[src/rtl/wad_pkg.sv]
// Package for the four-channel window alarm with integrating debounce.
// Holds sizes, register indexes and the per-channel status type; no dependencies.
package wad_pkg;

  localparam int CHANNELS      = 4;
  localparam int SAMPLE_BITS   = 10;
  localparam int ALARM_DELAY   = 30;
  localparam int STARTUP_TICKS = 30;
  localparam int MIDPOINT      = ALARM_DELAY / 2;

  localparam int CNT_W   = $clog2(ALARM_DELAY + 1);
  localparam int START_W = $clog2(STARTUP_TICKS + 1);
  localparam int THR_W   = 16;
  localparam int LIM_W   = 2 * THR_W;
  localparam int ACK_CH_W  = 2;
  localparam int ACK_VAL_W = 8;

  // input word layout
  localparam int ACK_CH_LSB  = CHANNELS * SAMPLE_BITS;
  localparam int ACK_VAL_LSB = ACK_CH_LSB + ACK_CH_W;
  localparam int IN_BITS     = ACK_VAL_LSB + ACK_VAL_W;
  localparam int IN_DATA_W   = ((IN_BITS + 7) / 8) * 8;
  localparam int OUT_DATA_W  = 16;

  localparam logic [LIM_W-1:0] LIMITS_RESET = 32'h03FF_0000;

  // configuration register indexes
  localparam int CFG_IDX_W = 3;
  localparam logic [CFG_IDX_W-1:0] REG_LIMITS_CH0 = 3'd0;
  localparam logic [CFG_IDX_W-1:0] REG_LIMITS_CH1 = 3'd1;
  localparam logic [CFG_IDX_W-1:0] REG_LIMITS_CH2 = 3'd2;
  localparam logic [CFG_IDX_W-1:0] REG_LIMITS_CH3 = 3'd3;
  localparam logic [CFG_IDX_W-1:0] REG_FOLLOW     = 3'd4;
  localparam logic [CFG_IDX_W-1:0] REG_NOTIFY     = 3'd5;

  // word kind
  localparam logic OP_TICK = 1'b0;
  localparam logic OP_ACK  = 1'b1;

  localparam logic [ACK_VAL_W-1:0] BYTE_SET   = 8'hFF;
  localparam logic [ACK_VAL_W-1:0] BYTE_CLEAR = 8'h00;

  typedef struct packed {
    logic alarm;
    logic follower;
  } chan_stat_t;

endpackage

[src/rtl/window_alarm_integrating_debounce.sv]
// Top level of the four-channel window alarm with integrating debounce.
// Depends on wad_pkg and wad_chan.
//
// Takes one word per clock while out_tready is high and returns one result
// word per input word. State is updated at the edge a word is accepted and the
// result is loaded into an output register, so it is valid in the cycle after
// the word is accepted; in_tready drops only while a result is held unread.
// Ticks are ignored for the first STARTUP_TICKS - 1 ticks after reset; the tick
// that empties the start-up counter already compares. Configuration writes are
// always accepted and should be made while the block is idle.
module window_alarm_integrating_debounce import wad_pkg::*; (
  input  logic                  clk,
  input  logic                  rst_n,
  input  logic                  in_tvalid,
  output logic                  in_tready,
  // [9:0] sample_a, [19:10] sample_b, [29:20] sample_c, [39:30] sample_d,
  // [41:40] ack_channel, [49:42] ack_value, rest zero
  input  logic [IN_DATA_W-1:0]  in_tdata,
  // [0] op
  input  logic                  in_tuser,
  output logic                  out_tvalid,
  input  logic                  out_tready,
  // [3:0] alarm_flags, [7:4] follower_bits, [11:8] notify_pending, rest zero
  output logic [OUT_DATA_W-1:0] out_tdata,
  input  logic                  cfg_valid,
  output logic                  cfg_ready,
  input  logic [CFG_IDX_W-1:0]  cfg_index,
  input  logic [LIM_W-1:0]      cfg_data
);

  logic [LIM_W-1:0]     limits_r [CHANNELS];
  logic [CHANNELS-1:0]  follow_mask_r, notify_mask_r;
  logic [START_W-1:0]   startup_r, startup_nxt;
  logic [ACK_VAL_W-1:0] acked_r [CHANNELS];
  logic [ACK_VAL_W-1:0] acked_nxt [CHANNELS];
  logic                 out_valid_r;
  logic [CHANNELS-1:0]  flags_r, foll_r, notif_r;
  logic [CHANNELS-1:0]  flags_nxt, foll_nxt, notif_nxt;
  logic                 in_acc, tick, run;
  logic [ACK_CH_W-1:0]  ack_ch;
  logic [ACK_VAL_W-1:0] ack_val;
  chan_stat_t           stat [CHANNELS];

  assign in_tready = !out_valid_r || out_tready;
  assign in_acc    = in_tvalid && in_tready;
  assign tick      = in_acc && (in_tuser == OP_TICK);
  assign ack_ch    = in_tdata[ACK_CH_LSB +: ACK_CH_W];
  assign ack_val   = in_tdata[ACK_VAL_LSB +: ACK_VAL_W];
  assign cfg_ready = 1'b1;

  always_comb begin
    startup_nxt = startup_r;
    if (tick && startup_r != '0) startup_nxt = startup_r - 1'b1;
  end
  assign run = tick && (startup_nxt == '0);

  for (genvar i = 0; i < CHANNELS; i++) begin : g_ch
    wad_chan u_chan (
      .clk      (clk),
      .rst_n    (rst_n),
      .run      (run),
      .sample   (in_tdata[i*SAMPLE_BITS +: SAMPLE_BITS]),
      .limits   (limits_r[i]),
      .follow   (follow_mask_r[i]),
      .stat_nxt (stat[i])
    );

    always_comb begin
      acked_nxt[i] = acked_r[i];
      if (in_acc && in_tuser == OP_ACK && int'(ack_ch) == i) acked_nxt[i] = ack_val;
      flags_nxt[i] = stat[i].alarm;
      foll_nxt[i]  = stat[i].follower;
      notif_nxt[i] = notify_mask_r[i] &&
                     ((stat[i].alarm ? BYTE_SET : BYTE_CLEAR) != acked_nxt[i]);
    end
  end

  always_ff @(posedge clk) begin
    if (!rst_n) begin
      startup_r   <= START_W'(STARTUP_TICKS);
      out_valid_r <= 1'b0;
      for (int i = 0; i < CHANNELS; i++) acked_r[i] <= '0;
    end else begin
      startup_r <= startup_nxt;
      for (int i = 0; i < CHANNELS; i++) acked_r[i] <= acked_nxt[i];
      if (in_acc) out_valid_r <= 1'b1;
      else if (out_tready) out_valid_r <= 1'b0;
    end
  end

  always_ff @(posedge clk) begin
    if (in_acc) begin
      flags_r <= flags_nxt;
      foll_r  <= foll_nxt;
      notif_r <= notif_nxt;
    end
  end

  always_ff @(posedge clk) begin
    if (!rst_n) begin
      for (int i = 0; i < CHANNELS; i++) limits_r[i] <= LIMITS_RESET;
      follow_mask_r <= '0;
      notify_mask_r <= '0;
    end else if (cfg_valid) begin
      unique case (cfg_index)
        REG_LIMITS_CH0, REG_LIMITS_CH1, REG_LIMITS_CH2, REG_LIMITS_CH3: begin
          limits_r[cfg_index[ACK_CH_W-1:0]] <= cfg_data;
        end
        REG_FOLLOW: follow_mask_r <= cfg_data[CHANNELS-1:0];
        REG_NOTIFY: notify_mask_r <= cfg_data[CHANNELS-1:0];
        default: ;
      endcase
    end
  end

  assign out_tvalid = out_valid_r;
  assign out_tdata  = OUT_DATA_W'({notif_r, foll_r, flags_r});

`ifndef SYNTH
  a_result_follows: assert property (@(posedge clk) disable iff (!rst_n)
    in_acc |=> out_tvalid)
    else $error("accepted word produced no result");

  a_ready_only_blocked: assert property (@(posedge clk) disable iff (!rst_n)
    !in_tready |-> out_valid_r)
    else $error("input stalled with no result held");

  a_quiet_startup: assert property (@(posedge clk) disable iff (!rst_n)
    (startup_r != '0 && out_valid_r) |-> (flags_r == '0 && foll_r == '0))
    else $error("alarm raised during start-up");
`endif

endmodule

[src/rtl/wad_chan.sv]
// One channel: window compare, integrating debounce counter, alarm and follower.
// Depends on wad_pkg.
module wad_chan import wad_pkg::*; (
  input  logic                   clk,
  input  logic                   rst_n,
  input  logic                   run,
  input  logic [SAMPLE_BITS-1:0] sample,
  input  logic [LIM_W-1:0]       limits,
  input  logic                   follow,
  output chan_stat_t             stat_nxt
);

  logic [CNT_W-1:0] cnt_r, cnt_nxt;
  logic             alarm_r, alarm_nxt;
  logic             follower_r, follower_nxt;
  logic [THR_W-1:0] samp_ext;
  logic             above, below;

  assign samp_ext = THR_W'(sample);
  assign above    = samp_ext > limits[LIM_W-1:THR_W];
  assign below    = samp_ext < limits[THR_W-1:0];

  always_comb begin
    cnt_nxt      = cnt_r;
    alarm_nxt    = alarm_r;
    follower_nxt = follower_r;
    if (run) begin
      if (above) begin
        if (cnt_r < CNT_W'(ALARM_DELAY)) begin
          cnt_nxt = cnt_r + 1'b1;
          if (cnt_nxt == CNT_W'(ALARM_DELAY)) begin
            alarm_nxt = 1'b1;
            if (follow) follower_nxt = 1'b1;
          end
        end
      end else if (below) begin
        if (cnt_r != '0) begin
          cnt_nxt = cnt_r - 1'b1;
          if (cnt_nxt == '0) begin
            alarm_nxt = 1'b0;
            if (follow) follower_nxt = 1'b0;
          end
        end
      end else begin
        cnt_nxt = CNT_W'(MIDPOINT);
      end
    end
  end

  always_ff @(posedge clk) begin
    if (!rst_n) begin
      cnt_r      <= CNT_W'(MIDPOINT);
      alarm_r    <= 1'b0;
      follower_r <= 1'b0;
    end else begin
      cnt_r      <= cnt_nxt;
      alarm_r    <= alarm_nxt;
      follower_r <= follower_nxt;
    end
  end

  assign stat_nxt.alarm    = alarm_nxt;
  assign stat_nxt.follower = follower_nxt;

endmodule

[config.mk]
export PLATFORM = sky130hd
export DESIGN_NAME = window_alarm_integrating_debounce
export DESIGN_NICKNAME = d
export VERILOG_FILES = /design/src/rtl/wad_pkg.sv /design/src/rtl/window_alarm_integrating_debounce.sv /design/src/rtl/wad_chan.sv
export SDC_FILE = /design/constraint.sdc
export NUM_CORES = 1
export LEC_CHECK = 0
export BUFFER_PORTS_ARGS = -buffer_cell sky130_fd_sc_hd__buf_2
export CAP_MARGIN = 0
export CORE_MARGIN = 4
export CORE_UTILIZATION = 51
export CTS_CLUSTER_SIZE = 16
export DETAILED_ROUTE_END_ITERATION = 10
export HOLD_SLACK_MARGIN = 0.02
export PLACE_DENSITY = 0.73
export SYNTH_ARGS = -nofsm -noshare
export SYNTH_HDL_FRONTEND = slang
export SYNTH_HIERARCHICAL = 1
export SYNTH_SLANG_ARGS = --single-unit
[constraint.sdc]
create_clock -name clk -period 5.75 [get_ports clk]
set_clock_uncertainty 0.2 [all_clocks]
set_input_delay 0 -clock clk [delete_from_list [all_inputs] [get_ports clk]]
set_output_delay 0 -clock clk [all_outputs]
set_load 0.005 [all_outputs]
== Word-level counts from Yosys, hierarchy flattened ==
Memories as Yosys holds them, arrays and structs flattened.
Index checks and enable logic that the tools add are counted.
Cells by class
  add/sub/neg operators: 9
  $lt $le $gt $ge: 12
  equal/unequal tests: 24
  muxes and demuxes: 104
  bitwise logic cells: 5
  reductions and logical operators: 36
Operator list (count)
  $mux 8: 12
  $mux 5: 17
  $mux 1: 73
  $gt 10x16->1: 4
  $lt 10x16->1: 4
  $mux 32: 1
  $ne 8x8->1: 4
  $reduce_or 32->1: 1
  $logic_not 5->1: 5
  $reduce_bool 5->1: 5
  $sub 5x1->5 const B: 5
  $add 5x1->5 const B: 4
  $eq 5x5->1 const B: 4
  $lt 5x5->1 const B: 4
  $logic_and 1x1->1: 13
  $ne 3x2->1 const B: 4
  $reduce_and 3->1: 4
  $ne 2x2->1 const B: 4
  $eq 3x2->1 const B: 2
  $eq 3x3->1 const B: 2
  $eq 2x2->1 const B: 2
  $or 1x1->1: 4
  $reduce_and 2->1: 2
  $reduce_or 4->1: 1
  9 further kinds: 9
Storage, ports and cells
  register bits after elaboration: 54
  RAM bits: 160
  bits of input ports: 97
  output and inout bits: 19
  logic and storage cells: 211
  memories: 2
Memories
  limits_r: depth 4, width 32, read ports 4, clocked after memory_dff 0, wr ports 4, line window_alarm_integrating_debounce.sv:31  | logic [LIM_W-1:0] limits_r [CHANNELS];
  acked_r: depth 4, width 8, read ports 4, clocked after memory_dff 0, wr ports 4, line window_alarm_integrating_debounce.sv:34  | logic [ACK_VAL_W-1:0] acked_r [CHANNELS];

== Longest topological paths before layout ==
  depth after elaboration: 12
  depth in mapped cells: 16
  mapped depth without buffers: 15

== Modules after synthesis ==
The synthesis kept the hierarchy.
By module, submodules not included
  window_alarm_integrating_debounce: instances 1, cells each 533, area an instance 7425.9 um2, seq. area each 5124.9 um2
  wad_chan: instances 4, cells each 166, area an instance 1202.4 um2, seq. area each 140.1 um2

== Worst setup path before layout ==
No wires, ideal clock.
  path type: register to register
  from: register startup_r[0]
  to: register notif_r[3] (data pin)
  setup time: 0.265 ns
  data arrival time: 5.692 ns
  data required time: 5.285 ns
  setup slack: -0.407 ns
  stages on the path, launching flop included: 15
  buffers on the path: 1
  period minus slack after synthesis: 6.157 ns
  cells stage by stage: dfxtp_1 inv_1 ha_1 nor4b_1 nand2_1 a2111oi_0 nand3_1 nor3_1 nand2_1 nand2_1 buf_4 nand2_1 or3_1 nand3_1 o22ai_1
Between the ends
  cells in the longest elaborated chain, start to end: 9
  elaborated cells on any way between the ends: 10
  those cells by class: 1 x add/sub; 1 x eq/ne; 3 x mux; 5 x reduce/logical
RTL lines
  start: declaration: line window_alarm_integrating_debounce.sv:33  | logic [START_W-1:0] startup_r, startup_nxt;
  start signal: assignment: line window_alarm_integrating_debounce.sv:80  | startup_r <= START_W'(STARTUP_TICKS);
  start signal: assignment: line window_alarm_integrating_debounce.sv:84  | startup_r <= startup_nxt;
  parallel branches: the longest is 2 deep, another holds $sub 5x1->5
  $mux 5 (*): line window_alarm_integrating_debounce.sv:53  | if (tick && startup_r != '0) startup_nxt = startup_r - 1'b1;
  $logic_not 5->1 (*): line window_alarm_integrating_debounce.sv:55  | assign run = tick && (startup_nxt == '0);
  $logic_and 1x1->1 (*): line window_alarm_integrating_debounce.sv:55
  named net run: line window_alarm_integrating_debounce.sv:39  | logic in_acc, tick, run;
  $mux 1 (*): line wad_chan.sv:27  | if (run) begin
  named net g_ch[3].u_chan.alarm_nxt: line wad_chan.sv:14  | logic alarm_r, alarm_nxt;
  $mux 8 (*): line window_alarm_integrating_debounce.sv:74  | ((stat[i].alarm ? BYTE_SET : BYTE_CLEAR) != acked_nxt[i]);
  $ne 8x8->1 (*): line window_alarm_integrating_debounce.sv:74
  $logic_and 1x1->1 (*): line window_alarm_integrating_debounce.sv:73  | notif_nxt[i] = notify_mask_r[i] &&
  named net notif_nxt[3]: line window_alarm_integrating_debounce.sv:38  | logic [CHANNELS-1:0] flags_nxt, foll_nxt, notif_nxt;
  end signal: assignment: line window_alarm_integrating_debounce.sv:95  | notif_r <= notif_nxt;
  end: declaration: line window_alarm_integrating_debounce.sv:37  | logic [CHANNELS-1:0] flags_r, foll_r, notif_r;
Mark *: on every way through the listed nets, which the timed path passes.
A chain may end at the register's enable or synchronous reset.

== Final worst setup path ==
  from: register startup_r[0]
  to: register notif_r[3] (data pin)
Between the ends
  cells in the longest elaborated chain, start to end: 9
  elaborated cells on any way between the ends: 10
  those cells by class: 1 x add/sub; 1 x eq/ne; 3 x mux; 5 x reduce/logical
RTL lines (line)
  parallel branches: the longest is 2 deep, another holds $sub 5x1->5
  $mux 5 (*): window_alarm_integrating_debounce.sv:53
  $logic_not 5->1 (*): window_alarm_integrating_debounce.sv:55
  $logic_and 1x1->1 (*): window_alarm_integrating_debounce.sv:55
  named net run: window_alarm_integrating_debounce.sv:39
  $mux 1 (*): wad_chan.sv:27
  named net flags_nxt[3]: window_alarm_integrating_debounce.sv:38
  $mux 8 (*): window_alarm_integrating_debounce.sv:74
  $ne 8x8->1 (*): window_alarm_integrating_debounce.sv:74
  $logic_and 1x1->1 (*): window_alarm_integrating_debounce.sv:73
  named net notif_nxt[3]: window_alarm_integrating_debounce.sv:38
Marked as above.

==> results.cfg <==
[placed_design]
io_buffers = 104
gp_congestion = 0.9270
place_inst = 1582
pre_cts_ws_ns = 2.123
post-dp-hpwl_mm = 21.47
post_dp_cell_area_mm2 = 0.01301

[power_and_ir_drop]
peakVddDrop_mv = 0.2833
p_per_area_mw_per_mm2 = 261.5
leakage_uw = 0.005782

[route]
wl_mm = 30.26
drc = 0
first_iter_violations = 766
vias = 9377
ant_nets = 0
vias_per_cell = 5.568
avgRoutedWirePerCell_um = 17.97
drtPass1Iterations = 6

[layout]
final_cell_area_mm2 = 0.01443
antenna_cells = 0
final_cell_count_no_fill = 1684
area_growth_pct = 17.95
drive_gt1_share_pct = 13.99
fin_nets = 1532
fillers = 1956

[worst_setup_path]
endpoint_kind = flop
r2r-start = startup_r[0]
r2r_cells = 14
startpoint_type = flop
reg2reg_to = notif_r[3]
path_class = reg -> reg
reg2reg_slack_ns = 2.10
critPathMaxFanout = 32
required_ns = 5.83
crit_arrival_ns = 3.72

[global_route]
grt_pass1_vias = 9305
grt_max_degree = 71
track_usage_pct = 22.84
grt-ovfl-total = 0
grt_pass1_wl_mm = 48.07
antenna_found_initial = 0

[floorplanning]
core_area_mm2 = 0.02354
die_w_um = 162.9
start_util_pct = 51.97
die-area_mm2 = 0.02653
fp-row-count = 56
die_h_um = 162.9
ios = 116

[sta]
timing.final.crit_period_ns = 3.648
setup_viol_count_final = 0
finalMaxSlewViolations = 0
rsz0062_at_grt = false
hold_viol_final = 0
hold_slack_ns = 0.04395
max_freq_ghz = 0.2741
timing.slew.headroom_pct = 21.71
fin_ws_ns = 2.102
tightest_slew_ns = 1.174
finalSetupTns_ns = 0
fin_crit_sh_pct = 63.44

[synthesis]
synth_top_family_by_area = simple AND/OR/NAND/NOR gates
synth.avg_cell_area_um2 = 10.22
synth_compound_area_share_pct = 12.87
ys_seq_area_share_pct = 46.47
yosys.area_share.xor_xnor_pct = 0.7158
synth-adder-area-share_pct = 9.101
ys.flop_type = edfxtp_1
synth-seq-cells = 214
netlist.area_leader.share_pct = 34.36
synth.distinct_cells = 62
synth_mux_area_share_pct = 3.947
async_flop_share_pct = 0
synth_cells = 1197
yosys-top-cells-count = edfxtp_1, inv_1, and2_1, ha_1, dfxtp_1
ys_warn_count = 6
yosys.area_share.simple_pct = 20.98
yosysMostFrequentCell = edfxtp_1
synth_largest_area_cell = edfxtp_1
synth_edf_count = 140
syn_area_mm2 = 0.01224
synthTopCellsByArea = edfxtp_1, dfxtp_1, ha_1

[flow_run]
drv_cap = 0

[clock_network]
path_clk_slew_ns = 0.06
cts_max_level = 1
numCtsBuffers = 25
cts.sink_count = 214
cts_tree = built
insertion_delay_ns = 0.52
root_buffer = clkbuf_16
clock_path_buffers = 3

[hold_path]
min_from = out_tready
min-delay-path-class = in -> reg
hold_depth = 4
holdPathEnd = startup_r[1]

[outcome]
outcome = finished clean
==> metal layers <==
| metal | wire length [µm] | global-route usage (%) | share of wire [%] |
|---|---|---|---|
| met2 | 14400 | 38.68 | 48 |
| met3 | 1670 | 3.518 | 5.5 |
| met1 | 13220 | 30.13 | 44 |
| met4 | 979 | 7.587 | 3.2 |
| met5 | 0 | 0 | 0 |
==> layout by cell type (no fill, tap or decap), types with 5 or more instances in the layout <==
master	count
mux2i_1	46
dfxtp_1	74
a31oi_1	5
a32oi_1	12
buf_2	104
buf_4	12
o21a_1	21
inv_1	111
ha_1	89
nand3_1	19
or3_1	24
nand4_1	25
dlygate4sd3_1	56
a21oi_1	37
conb_1	5
xnor2_1	10
nor4_1	13
nor2b_1	48
or4_1	8
o211ai_1	25
o31ai_1	20
clkbuf_16	26
edfxtp_1	140
nor3_1	30
nand4b_1	6
clkinv_2	5
o21ai_1	8
and2_1	98
nor2_1	59
nand2_1	64
o21ai_0	31
nand2b_1	40
==> where the power goes <==
part | internal, µW | leakage (µW) | switching [µW]
registers | 1720 | 0.00197 | 32.5
clock network | 990 | 0.000417 | 634
logic | 173 | 0.00339 | 229
total | 2880 | 0.00578 | 895
==> critical path: stages, from the launching register on <==
cell and delay (ns):
dfxtp_1 0.35, inv_1 0.07, ha_1 0.18, nor4b_1 0.41
nand2_1 0.13, a2111oi_2 0.36, buf_4 0.40, nand3_1 0.12
nor3_1 0.23, nand2_1 0.11, nand2_1 0.21, nand2_1 0.08
or3_1 0.38, nand3_1 0.09, o22ai_1 0.07
==> flip-flops by register name, indices dropped and copies added (netlist names) <==
signal                  cells
acked_r                    32
flags_r                     4
foll_r                      4
follow_mask_r               4
g_ch.u_chan/alarm_r         4
g_ch.u_chan/cnt_r          20
g_ch.u_chan/follower_r      4
limits_r                  128
notif_r                     4
notify_mask_r               4
out_tvalid                  1
startup_r                   5
==> through the flow <==
stage | utilization (%) | total power, µW
2_1_floorplan | - | 2003
3_3_place_gp | 55.27 | 2135
3_5_place_dp | 55.27 | 2151
4_1_cts | 61.30 | 3798
5_1_grt | 61.30 | 3928
6_report | 61.30 | 3774
==> how the worst max path moves through the flow <==
stage | depth (start not counted) | to | from
2_1_floorplan | 14 | notif_r[3] | startup_r[0]
3_3_place_gp | 15 | notif_r[3] | startup_r[0]
3_5_place_dp | 15 | notif_r[3] | startup_r[0]
4_1_cts | 14 | notif_r[3] | startup_r[0]
5_1_grt | 15 | notif_r[3] | startup_r[0]
6_report | 14 | notif_r[3] | startup_r[0]
==> area by class of cell <==
type                            count  area, µm²  share of cell area, %
Clock buffer                       30      685.7                  4.751
Clock inverter                     16      173.9                  1.205
Multi-Input combinational cell    822       5899                  40.88
Tap cell                          319      399.1                  2.766
Sequential cell                   214       5685                  39.40
Timing Repair Buffer              172       1171                  8.115
Inverter                          111      416.7                  2.887
==> cell families after synthesis <==
group | after synthesis
other | 2
buffers and inverters | 164
DFF | 214
muxes | 48
AOI/OAI and AO/OA | 214
and+or+nand+nor | 456
xor gates and xnor gates | 10
adders and majority gates | 89
==> repair_timing <==
action                                 in CTS  in global routing
buffers inserted                            0                  0
resized for setup                           0                  0
endpoints found under the hold margin     232                  0
hold buffers                               56                  0
No activity file was read; power rests on OpenSTA's default activity.
